[config.mk]
export PLATFORM = sky130hd
export DESIGN_NAME = homography_point_transform
export DESIGN_NICKNAME = d
export VERILOG_FILES = /design/src/rtl/core/hpt_pkg.sv /design/src/rtl/core/homography_point_transform.sv
export SDC_FILE = /design/constraint.sdc
export NUM_CORES = 2
export LEC_CHECK = 0
export BUFFER_PORTS_ARGS = -buffer_cell sky130_fd_sc_hd__buf_2
export CORE_MARGIN = 3
export CORE_UTILIZATION = 55
export CTS_BUF_LIST = sky130_fd_sc_hd__clkbuf_2
export CTS_CLUSTER_SIZE = 12
export DETAILED_ROUTE_END_ITERATION = 6
export PLACE_DENSITY = 0.77
export SLEW_MARGIN = 20
export SYNTH_ARGS = -nofsm -noshare
export SYNTH_HDL_FRONTEND = slang
export SYNTH_SLANG_ARGS = --single-unit
[constraint.sdc]
create_clock -name clk -period 14.74 [get_ports clk]
set_clock_uncertainty 0.05 [all_clocks]
set_input_delay 0 -clock clk [delete_from_list [all_inputs] [get_ports clk]]
set_output_delay 0 -clock clk [all_outputs]
set_load 0.1 [all_outputs]
[src/rtl/core/hpt_pkg.sv]
// ----------------------------------------------------------------------------
// Homography point transform package
// Widths, beat layout, request codes and sequencer states.
// ----------------------------------------------------------------------------
package hpt_pkg;

    // Number format and coefficient table
    localparam int FRAC_BITS  = 16;
    localparam int COEF_COUNT = 16;
    localparam int COEF_IDX_W = $clog2(COEF_COUNT);
    localparam int DATA_W     = 32;
    localparam int PROD_W     = 2 * DATA_W;

    // Row sums of up to four products stay well inside this width.
    localparam int ACC_W = PROD_W + 4;

    // Quotient bits kept by the divider: one above the 32-bit range.
    localparam int Q_W   = DATA_W + 1;
    localparam int BIT_W = $clog2(Q_W);
    localparam int N_W   = ACC_W + FRAC_BITS;
    localparam int CMP_W = ACC_W + Q_W;

    // Beat layout
    localparam int S_FIELDS_W = COEF_IDX_W + 4 * DATA_W;
    localparam int S_TDATA_W  = ((S_FIELDS_W + 7) / 8) * 8;
    localparam int M_TDATA_W  = 3 * DATA_W;
    localparam int M_TUSER_W  = 2;

    // Configuration port
    localparam int APB_ADDR_W = 3;
    localparam int APB_DATA_W = 32;

    // Register index of the mode register
    localparam logic [0:0] CFG_DIM_MODE = 1'b0;

    // Request kinds carried in tuser
    localparam logic REQ_COEF  = 1'b0;
    localparam logic REQ_POINT = 1'b1;

    // Mode values
    localparam logic MODE_2D = 1'b0;
    localparam logic MODE_3D = 1'b1;

    // Fixed-point one, used for the homogeneous coordinate
    localparam logic signed [DATA_W-1:0] FIX_ONE = DATA_W'(1) << FRAC_BITS;

    // Sequencer states
    typedef enum logic [2:0] {
        ST_IDLE,
        ST_MAC,
        ST_ROW,
        ST_DIV_PRE,
        ST_DIV,
        ST_DIV_END,
        ST_DONE
    } hpt_state_t;

endpackage

[src/rtl/core/homography_point_transform.sv]
// ----------------------------------------------------------------------------
// Homography point transform
// Maps points through a 3x3 or 4x4 projective matrix in signed Q16.16.
// ----------------------------------------------------------------------------
// A beat with tuser low writes one coefficient into the 16-entry table and is
// taken with no result; the block stays ready. A beat with tuser high
// transforms one point; the block is then busy and drops s_tready until the
// sequencer is done. One shared 32x32 multiplier forms the row sums, one
// product a cycle, and one restoring divider produces the quotients at one
// bit a cycle, in 33 steps after a range check that ends the division early
// when the quotient is out of range. A zero denominator ends the point after
// the denominator row. The finished result sits in an output register, so the
// next beat is taken while it waits on m_tready.
// ----------------------------------------------------------------------------
module homography_point_transform
    import hpt_pkg::*;
(
    input  logic                  clk,
    input  logic                  rst_n,

    // Input stream
    input  logic                  s_tvalid,
    output logic                  s_tready,
    // s_tdata, from bit 0: coef_index[3:0], coef_value[31:0], x_in[31:0],
    // y_in[31:0], z_in[31:0], zero padding
    input  logic [S_TDATA_W-1:0]  s_tdata,
    // s_tuser: req_type
    input  logic                  s_tuser,

    // Output stream
    output logic                  m_tvalid,
    input  logic                  m_tready,
    // m_tdata, from bit 0: out_x[31:0], out_y[31:0], out_z[31:0]
    output logic [M_TDATA_W-1:0]  m_tdata,
    // m_tuser, from bit 0: div_zero, saturated
    output logic [M_TUSER_W-1:0]  m_tuser,

    // Configuration port
    input  logic                  psel,
    input  logic                  penable,
    input  logic                  pwrite,
    input  logic [APB_ADDR_W-1:0] paddr,
    input  logic [APB_DATA_W-1:0] pwdata,
    output logic [APB_DATA_W-1:0] prdata,
    output logic                  pready
);

    // Input fields
    logic [COEF_IDX_W-1:0]    in_coef_index;
    logic signed [DATA_W-1:0] in_coef_value;
    logic signed [DATA_W-1:0] in_x;
    logic signed [DATA_W-1:0] in_y;
    logic signed [DATA_W-1:0] in_z;

    assign in_coef_index = s_tdata[COEF_IDX_W-1:0];
    assign in_coef_value = s_tdata[COEF_IDX_W +: DATA_W];
    assign in_x          = s_tdata[COEF_IDX_W + DATA_W +: DATA_W];
    assign in_y          = s_tdata[COEF_IDX_W + 2 * DATA_W +: DATA_W];
    assign in_z          = s_tdata[COEF_IDX_W + 3 * DATA_W +: DATA_W];

    // Control registers
    hpt_state_t       state_reg, state_next;
    logic             dim_mode_reg;
    logic [2:0]       k_reg, k_next;
    logic [1:0]       row_reg, row_next;
    logic             den_phase_reg, den_phase_next;
    logic [BIT_W-1:0] bit_reg, bit_next;
    logic             m_tvalid_reg, m_tvalid_next;

    // Coefficient table, cleared at reset
    logic signed [DATA_W-1:0] coef_reg [COEF_COUNT];

    // Datapath registers
    logic signed [DATA_W-1:0] x_reg, x_next;
    logic signed [DATA_W-1:0] y_reg, y_next;
    logic signed [DATA_W-1:0] z_reg, z_next;
    logic signed [PROD_W-1:0] prod_reg, prod_next;
    logic signed [ACC_W-1:0]  acc_reg, acc_next;
    logic [ACC_W-1:0]         dmag_reg, dmag_next;
    logic                     den_neg_reg, den_neg_next;
    logic [N_W-1:0]           num_reg, num_next;
    logic                     neg_reg, neg_next;
    logic [ACC_W-1:0]         rem_reg, rem_next;
    logic [Q_W-1:0]           q_reg, q_next;
    logic                     big_reg, big_next;
    logic [DATA_W-1:0]        res_reg [3];
    logic [DATA_W-1:0]        res_next [3];
    logic                     sat_reg, sat_next;
    logic                     dz_reg, dz_next;
    logic [M_TDATA_W-1:0]     out_data_reg, out_data_next;
    logic [M_TUSER_W-1:0]     out_user_reg, out_user_next;

    // Combinational helpers
    logic                     in_accept;
    logic                     cfg_write;
    logic                     coef_we;
    logic [1:0]               dims;
    logic [2:0]               cols;
    logic [COEF_IDX_W-1:0]    row_base;
    logic [COEF_IDX_W-1:0]    coef_addr;
    logic signed [DATA_W-1:0] mul_a;
    logic signed [DATA_W-1:0] mul_b;
    logic [ACC_W-1:0]         acc_mag;
    logic [CMP_W-1:0]         num_ext;
    logic [CMP_W-1:0]         dmag_ext;
    logic [ACC_W:0]           trial;
    logic                     trial_ge;
    logic                     q_big;
    logic [DATA_W-1:0]        div_val;
    logic                     div_sat;

    localparam logic [Q_W-1:0] LIM_BIG = Q_W'(1) << DATA_W;
    localparam logic [Q_W-1:0] LIM_NEG = Q_W'(1) << (DATA_W - 1);
    localparam logic [Q_W-1:0] LIM_POS = LIM_NEG - Q_W'(1);

    // Handshakes
    assign s_tready  = (state_reg == ST_IDLE);
    assign in_accept = s_tvalid && s_tready;
    assign coef_we   = in_accept && (s_tuser == REQ_COEF);
    assign m_tvalid  = m_tvalid_reg;
    assign m_tdata   = out_data_reg;
    assign m_tuser   = out_user_reg;

    // Configuration port: one mode register, reads answer at once.
    assign pready    = 1'b1;
    assign cfg_write = psel && penable && pwrite && pready && (paddr[2] == CFG_DIM_MODE);
    assign prdata    = (paddr[2] == CFG_DIM_MODE) ? APB_DATA_W'(dim_mode_reg) : '0;

    // Matrix shape for the current mode
    assign dims = (dim_mode_reg == MODE_3D) ? 2'd3 : 2'd2;
    assign cols = {1'b0, dims} + 3'd1;

    // Table address of the current product: row * cols + k
    always_comb
    begin
        if (dim_mode_reg == MODE_3D)
        begin
            row_base = {row_reg, 2'b00};
        end
        else
        begin
            row_base = {1'b0, row_reg, 1'b0} + {2'b00, row_reg};
        end
        coef_addr = row_base + {2'b00, k_reg[1:0]};
    end

    // Multiplier operands: the point coordinate or the homogeneous one
    assign mul_a = coef_reg[coef_addr];
    always_comb
    begin
        unique case (k_reg[1:0])
            2'd0: mul_b = x_reg;
            2'd1: mul_b = y_reg;
            2'd2: mul_b = (dim_mode_reg == MODE_3D) ? z_reg : FIX_ONE;
            2'd3: mul_b = FIX_ONE;
        endcase
    end

    // Magnitude of the finished row sum
    assign acc_mag = acc_reg[ACC_W-1] ? (ACC_W'(0) - $unsigned(acc_reg)) : $unsigned(acc_reg);

    // Divider step: shift in the next numerator bit and try a subtraction.
    assign num_ext  = CMP_W'(num_reg);
    assign dmag_ext = {dmag_reg, {Q_W{1'b0}}};
    assign trial    = {rem_reg, num_reg[bit_reg]};
    assign trial_ge = (trial >= {1'b0, dmag_reg});

    // Signed, saturated quotient from magnitude and overflow flag
    always_comb
    begin
        q_big = big_reg || (q_reg > LIM_BIG);
        if (neg_reg)
        begin
            if (q_big || (q_reg > LIM_NEG))
            begin
                div_val = {1'b1, {(DATA_W - 1){1'b0}}};
                div_sat = 1'b1;
            end
            else
            begin
                div_val = DATA_W'(0) - q_reg[DATA_W-1:0];
                div_sat = 1'b0;
            end
        end
        else
        begin
            if (q_big || (q_reg > LIM_POS))
            begin
                div_val = {1'b0, {(DATA_W - 1){1'b1}}};
                div_sat = 1'b1;
            end
            else
            begin
                div_val = q_reg[DATA_W-1:0];
                div_sat = 1'b0;
            end
        end
    end

    // Sequencer: next state and datapath updates
    always_comb
    begin
        state_next     = state_reg;
        k_next         = k_reg;
        row_next       = row_reg;
        den_phase_next = den_phase_reg;
        bit_next       = bit_reg;
        m_tvalid_next  = m_tvalid_reg;
        x_next         = x_reg;
        y_next         = y_reg;
        z_next         = z_reg;
        prod_next      = prod_reg;
        acc_next       = acc_reg;
        dmag_next      = dmag_reg;
        den_neg_next   = den_neg_reg;
        num_next       = num_reg;
        neg_next       = neg_reg;
        rem_next       = rem_reg;
        q_next         = q_reg;
        big_next       = big_reg;
        res_next       = res_reg;
        sat_next       = sat_reg;
        dz_next        = dz_reg;
        out_data_next  = out_data_reg;
        out_user_next  = out_user_reg;

        // The consumer has taken the waiting result.
        if (m_tvalid_reg && m_tready)
        begin
            m_tvalid_next = 1'b0;
        end

        unique case (state_reg)
            ST_IDLE:
            begin
                // Point beats start with the denominator row.
                if (in_accept && (s_tuser == REQ_POINT))
                begin
                    x_next         = in_x;
                    y_next         = in_y;
                    z_next         = in_z;
                    row_next       = dims;
                    den_phase_next = 1'b1;
                    k_next         = 3'd0;
                    res_next       = '{default: '0};
                    sat_next       = 1'b0;
                    dz_next        = 1'b0;
                    state_next     = ST_MAC;
                end
            end

            ST_MAC:
            begin
                // Issue one product a cycle and add the previous one.
                if (k_reg < cols)
                begin
                    prod_next = mul_a * mul_b;
                end
                if (k_reg == 3'd0)
                begin
                    acc_next = '0;
                end
                else
                begin
                    acc_next = acc_reg + ACC_W'(prod_reg);
                end
                if (k_reg == cols)
                begin
                    k_next     = 3'd0;
                    state_next = ST_ROW;
                end
                else
                begin
                    k_next = k_reg + 3'd1;
                end
            end

            ST_ROW:
            begin
                if (den_phase_reg)
                begin
                    // Denominator done: a zero ends the point at once.
                    dmag_next    = acc_mag;
                    den_neg_next = acc_reg[ACC_W-1];
                    if (acc_reg == '0)
                    begin
                        dz_next    = 1'b1;
                        state_next = ST_DONE;
                    end
                    else
                    begin
                        den_phase_next = 1'b0;
                        row_next       = 2'd0;
                        state_next     = ST_MAC;
                    end
                end
                else
                begin
                    num_next   = N_W'(acc_mag) << FRAC_BITS;
                    neg_next   = acc_reg[ACC_W-1] ^ den_neg_reg;
                    state_next = ST_DIV_PRE;
                end
            end

            ST_DIV_PRE:
            begin
                // A quotient of 2^33 or more is out of range whatever follows.
                q_next = '0;
                if (num_ext >= dmag_ext)
                begin
                    big_next   = 1'b1;
                    state_next = ST_DIV_END;
                end
                else
                begin
                    big_next   = 1'b0;
                    rem_next   = num_ext[CMP_W-1:Q_W];
                    bit_next   = BIT_W'(Q_W - 1);
                    state_next = ST_DIV;
                end
            end

            ST_DIV:
            begin
                // One restoring step a cycle, most significant bit first.
                if (trial_ge)
                begin
                    rem_next = ACC_W'(trial - {1'b0, dmag_reg});
                end
                else
                begin
                    rem_next = trial[ACC_W-1:0];
                end
                q_next = {q_reg[Q_W-2:0], trial_ge};
                if (bit_reg == '0)
                begin
                    state_next = ST_DIV_END;
                end
                else
                begin
                    bit_next = bit_reg - BIT_W'(1);
                end
            end

            ST_DIV_END:
            begin
                res_next[row_reg] = div_val;
                sat_next          = sat_reg || div_sat;
                if (row_reg == dims - 2'd1)
                begin
                    state_next = ST_DONE;
                end
                else
                begin
                    row_next   = row_reg + 2'd1;
                    state_next = ST_MAC;
                end
            end

            ST_DONE:
            begin
                // Hand the result to the output register once it is free.
                if (!m_tvalid_reg || m_tready)
                begin
                    out_data_next = {res_reg[2], res_reg[1], res_reg[0]};
                    out_user_next = {sat_reg, dz_reg};
                    m_tvalid_next = 1'b1;
                    state_next    = ST_IDLE;
                end
            end

            default:
            begin
                state_next = ST_IDLE;
            end
        endcase
    end

    // Control state
    always_ff @(posedge clk or negedge rst_n)
    begin
        if (!rst_n)
        begin
            state_reg     <= ST_IDLE;
            dim_mode_reg  <= MODE_2D;
            k_reg         <= '0;
            row_reg       <= '0;
            den_phase_reg <= 1'b0;
            bit_reg       <= '0;
            m_tvalid_reg  <= 1'b0;
        end
        else
        begin
            state_reg     <= state_next;
            k_reg         <= k_next;
            row_reg       <= row_next;
            den_phase_reg <= den_phase_next;
            bit_reg       <= bit_next;
            m_tvalid_reg  <= m_tvalid_next;
            if (cfg_write)
            begin
                dim_mode_reg <= pwdata[0];
            end
        end
    end

    // Coefficient table writes
    always_ff @(posedge clk or negedge rst_n)
    begin
        if (!rst_n)
        begin
            for (int i = 0; i < COEF_COUNT; i++)
            begin
                coef_reg[i] <= '0;
            end
        end
        else if (coef_we)
        begin
            coef_reg[in_coef_index] <= in_coef_value;
        end
    end

    // Datapath registers
    always_ff @(posedge clk)
    begin
        x_reg        <= x_next;
        y_reg        <= y_next;
        z_reg        <= z_next;
        prod_reg     <= prod_next;
        acc_reg      <= acc_next;
        dmag_reg     <= dmag_next;
        den_neg_reg  <= den_neg_next;
        num_reg      <= num_next;
        neg_reg      <= neg_next;
        rem_reg      <= rem_next;
        q_reg        <= q_next;
        big_reg      <= big_next;
        res_reg      <= res_next;
        sat_reg      <= sat_next;
        dz_reg       <= dz_next;
        out_data_reg <= out_data_next;
        out_user_reg <= out_user_next;
    end

endmodule

---- After elaboration in Yosys (flattened, before gate mapping) ----
Index checks and enable logic that the tools add are counted.
word-level totals
  input port bits ......................... 179
  output and inout bits ................... 133
  register bits after elaboration ......... 1193
operators by class
  order comparisons ....................... 12
  reductions and logical operators ........ 38
  bitwise logic cells ..................... 7
  multiplexer cells ....................... 62
  $mul .................................... 1
  equal/unequal tests ..................... 21
  add/sub/neg operators ................... 11
operator list
  operator                 number
  $bwmux W512              1
  $mux W32                 8
  $mux W68                 3
  $pmux W96 S2             1
  $pmux W68 S2             1
  $bmux W32 S4             1
  $demux W32 S4            1
  $pmux W32 S4             1
  $ge A84 B101 Y1          1
  $bwmux W96               1
  $mux W96                 1
  $ge A69 B68 Y1           1
  $add A68 B64 Y68         1
  $logic_not A68 Y1        1
  $sub A1 B68 Y68 const A  1
  $sub A68 B68 Y68         1
  $pmux W33 S2             1
  $demux W32 S2            1
  $mul A32 B32 Y64         1
  $gt A33 B31 Y1 const B   1
  $gt A33 B32 Y1 const B   1
  $gt A33 B33 Y1 const B   1
  $sub A1 B32 Y32 const A  1
  $mux W3                  9
  other kinds (48)         111

---- Longest topological paths before layout ----
  depth after elaboration ................. 8
  mapped depth ............................ 44
  mapped depth without buffers ............ 41

---- Least setup slack after synthesis ----
Ideal clock, no wire load.
  kind .................................... reg2reg
  start point ............................. register dim_mode_reg
  end point ............................... register prod_reg[56] (data pin)
  setup time .............................. 136 ps
  data arrival time ....................... 10694 ps
  clock period less this slack ............ 10880 ps
  cell stages (with the launch flop) ...... 42
  path slack .............................. 3860 ps
  required time ........................... 14554 ps
  cell sequence ........................... dfrtp_1 -> buf_2 -> inv_1 -> ha_1 -> ha_1 -> inv_1 -> fa_1 -> xnor2_1 -> buf_2 -> buf_2 -> buf_2 -> mux4_2 -> nand2_1 -> nand2_1 -> o21ai_1 -> clkbuf_1 -> nor2_1 -> fa_1 -> (+6 left out) -> fa_1 -> fa_1 -> fa_1 -> fa_1 -> inv_1 -> ha_1 -> clkbuf_1 -> a21o_1 -> o21a_1 -> a21o_1 -> o21ai_0 -> o211ai_1 -> nand2_1 -> a41oi_1 -> a211oi_1 -> o21ai_1 -> or4b_2 -> nand3_1
on the way
  cells in the longest elaborated chain, start to end .. 7
ends and longest elaborated chain
  what                                         line                               RTL
  start: declaration                           homography_point_transform.sv:63   logic dim_mode_reg;
  start signal: assignment                     homography_point_transform.sv:402  dim_mode_reg <= pwdata[0];
  $mux W4                                      homography_point_transform.sv:136  if (dim_mode_reg == MODE_3D)
  $add A4 B2 Y4                                homography_point_transform.sv:144  coef_addr = row_base + {2'b00, k_reg[1:0]};
  $not A4 Y5 (implied by the code)             homography_point_transform.sv:148  assign mul_a = coef_reg[coef_addr];
  $bmux W32 S4                                 homography_point_transform.sv:148
  $mux W32 (implied by the code) (2 in a row)  homography_point_transform.sv:148
  $mul A32 B32 Y64 (*)                         homography_point_transform.sv:257  prod_next = mul_a * mul_b;
  end signal: assignment                       homography_point_transform.sv:429  prod_reg <= prod_next;
  end: declaration                             homography_point_transform.sv:77   logic signed [PROD_W-1:0] prod_reg, prod_next;
Mark *: on every way between the ends. The rest lies on a longest branch, timed or not. The select of a mux whose other input is x is not followed.
A chain may end at the register's enable or synchronous reset.

---- Final worst setup path ----
  start point ............................. register row_reg[0]
  end point ............................... register prod_reg[58] (data pin)
on the way
  cells in the longest elaborated chain, start to end .. 8
ends and longest elaborated chain
  what                                             line                               RTL
  start: declaration                               homography_point_transform.sv:65   logic [1:0] row_reg, row_next;
  start signal: assignment                         homography_point_transform.sv:396  row_reg <= row_next;
  $add A3 B2 Y4                                    homography_point_transform.sv:142  row_base = {1'b0, row_reg, 1'b0} + {2'b00, row_reg};
  $mux W4 (*)                                      homography_point_transform.sv:136
  $add A4 B2 Y4 (*)                                homography_point_transform.sv:144
  $not A4 Y5 (implied by the code) (*)             homography_point_transform.sv:148
  $bmux W32 S4 (*)                                 homography_point_transform.sv:148
  $mux W32 (implied by the code) (*) (2 in a row)  homography_point_transform.sv:148
  $mul A32 B32 Y64 (*)                             homography_point_transform.sv:257
Marked as above.

==> flow_metrics.env <==
export IMPL_clock_latency_ns=1.91
export IMPL_vias=72600
export IMPL_area_delta_synth_final_pct=12.7
export IMPL_ys_warn_count=0
export IMPL_port_buffers=242
export IMPL_rows=152
export IMPL_grt_ovfl_total=0
export IMPL_reg2reg_from="row_reg[0]$_DFFE_PN0P_"
export IMPL_worstMarginPinSlew_ns=1.28
export IMPL_synth_edf_count=664
export IMPL_largest_reg_flops=512
export IMPL_clk_pin_slew_ns=0.11
export IMPL_final_nets=11300
export IMPL_violations="DRC"
export IMPL_numCtsBuffers=318
export IMPL_ys_types=86
export IMPL_yosysMostFrequentCell="inv_1"
export IMPL_crit_type="flip-flop to flip-flop"
export IMPL_arrival_ns=13.99
export IMPL_cts_max_path_buffers=4
export IMPL_cpPeakStageDelay_ns=0.95
export IMPL_routedWlPerCell_um=23.5
export IMPL_viasPerCell=5.95
export IMPL_cpMostUsedCell="fa_1"
export IMPL_drc=3
export IMPL_final_antenna_net_count=0
export IMPL_top_usage_layer="met2"
export IMPL_synth_area_leaders="fa_1 (23%), edfxtp_1 (21%), dfrtp_1 (14%), mux2_2 (6.1%), ha_1 (5.1%)"
export IMPL_cts_sinks=1193
export IMPL_ctsHtreeMaxLevel=5
export IMPL_layout_worst_path_cycle_share=0.846
export IMPL_synth_top_area_frac=0.227
export IMPL_syn_area_mm2=0.0957
export IMPL_use_met3=0.0953
export IMPL_cp_start_kind="flip-flop"
export IMPL_tns_ns=0
export IMPL_final_setup_viol_count=0
export IMPL_grt_usage=0.322
export IMPL_grt_pass1_vias=77600
export IMPL_io_pins=312
export IMPL_dp_hpwl_um=185000
export IMPL_die_x_um=423
export IMPL_cts_tree="yes"
export IMPL_drv_cap=0
export IMPL_post_cts_buffers=0
export IMPL_die_y_um=423
export IMPL_path_max_fanout=26
export IMPL_grt_max_degree=186
export IMPL_ys_seq_area_frac=0.347
export IMPL_holdCritPathClass="primary input to flip-flop"
export IMPL_grt_first_pass_wirelength_um=444000
export IMPL_grt_antenna_before_repair=16
export IMPL_period_needed_ns=12.47
export IMPL_core_area_mm2=0.172
export IMPL_avgSynthCellArea_um2=10.8
export IMPL_grtUsageMet2=0.511
export IMPL_relSlewSlack=0.144
export IMPL_cts_hold_buf=560
export IMPL_start_util=0.556
export IMPL_outcome="finished with violations"
export IMPL_async_flop_share=0.443
export IMPL_end_kind="flip-flop"
export IMPL_cp_startpoint="row_reg[0]$_DFFE_PN0P_"
export IMPL_drive_above_1_share=0.165
export IMPL_drv_slew=0
export IMPL_ys_flop_type="edfxtp_1"
export IMPL_routabilityCongestion=1.00
export IMPL_finalWirelength_um=286000
export IMPL_max_freq_mhz=80.2
export IMPL_required_ns=16.26
export IMPL_rsz0062_at_grt="false"
export IMPL_synth_common_cells="inv_1 (1219), fa_1 (1085), nand2_1 (949)"
export IMPL_ys_ff_latch=1193
export IMPL_drt_iter0_drc=6816
export IMPL_cpMaxStageDelayCell="o21a_1"
export IMPL_use_met1=0.393
export IMPL_hp_start="psel"
export IMPL_cts_resized=0
export IMPL_cts_root_buf="clkbuf_2"
export IMPL_syn_inst=8855
export IMPL_firstDrtPassIters=7
export IMPL_final_hold_violation_count=0
export IMPL_floorplan_die_area_mm2=0.179
export IMPL_synth_area_leader_cell="fa_1"
-- per-layer routing --
metal  routed length, um  vias to the layer above
met5                  90                        -
met4               19500                       10
met3               32000                     1272
met2              132000                     4330
met1              103000                    35800
li1                    -                    31100
-- worst max-delay path, delay by kind of cell, from the launching register on --
kind	cells	cell delay [ns]
buffers and inverters	8	0.94
AND/OR/NAND/NOR	9	1.72
XOR/XNOR	1	0.15
flip-flops	1	0.54
AO/OA/AOI/OAI	9	3.82
adder cells (fa/ha/maj)	11	4.99
-- cell type report --
cell class,count,area (um2)
repair buffers,952,8040
clock buffers,431,2160
multi-input cells,5959,56300
clock inverters,102,672
inverters,1219,4580
diodes,19,47.5
fillers,13200,64400
well taps,2310,2890
flip-flops and latches,1193,33200
-- metrics by stage --
stage / hold slack (ns) / util / setup slack [ns] / instances / cell area (um2)
3_3_place_gp: 0.0629 / 0.577 / 2.32 / 11100 / 99300
6_report: 0.250 / 0.626 / 2.27 / 12200 / 108000
3_5_place_dp: 0.0795 / 0.577 / 2.31 / 11100 / 99400
4_1_cts: 0.0308 / 0.626 / 2.31 / 12200 / 108000
2_1_floorplan: -0.346 / - / 3.86 / 8885 / 95900
5_1_grt: 0.136 / 0.626 / 1.63 / 12200 / 108000
-- layout by cell type, fill, tap and decap left out, types with 64 or more instances in the layout --
cell	netlist	final
xnor2_1	193	192
o21a_1	82	80
dfrtp_1	529	529
buf_4	34	144
edfxtp_1	664	664
nand3_1	102	99
o21ai_0	242	214
a21o_1	115	115
a211oi_1	106	105
and2_1	113	113
ha_1	390	385
a21oi_1	301	299
mux2_2	516	516
xor2_1	65	64
nor2_1	787	785
nand4_1	68	68
fa_1	1085	1084
dlygate4sd3_1	0	558
mux4_2	149	149
nand2_1	949	938
buf_2	25	241
clkbuf_2	0	431
inv_1	1219	1218
clkinv_1	0	70
-- cell families after synthesis --
family,share of synthesized area
xor+xnor,0.0236
simple gates,0.106
flops,0.347
buf+inv,0.0697
fa+ha+maj,0.278
mux,0.0973
compound gates,0.0787
other cells,0.0000784
-- worst paths after layout --
check | to | slack [ns] | cells after the start
max | prod_reg[58]$_DFFE_PP_ | 2.27 | 38
min | dim_mode_reg$_DFFE_PN0P_ | 0.25 | 6
max reg2reg | prod_reg[58]$_DFFE_PP_ | 2.27 | 38
min reg2reg | m_tdata[65]$_DFFE_PP_ | 0.38 | 0
max in group asynchronous | coef_reg[117]$_DFFE_PN0P_ | 11.90 | 8
min in group asynchronous | coef_reg[166]$_DFFE_PN0P_ | 0.54 | 6
Power is not shown: default switching activity piles up to over one toggle a cycle in this logic, so the estimate is an artifact.
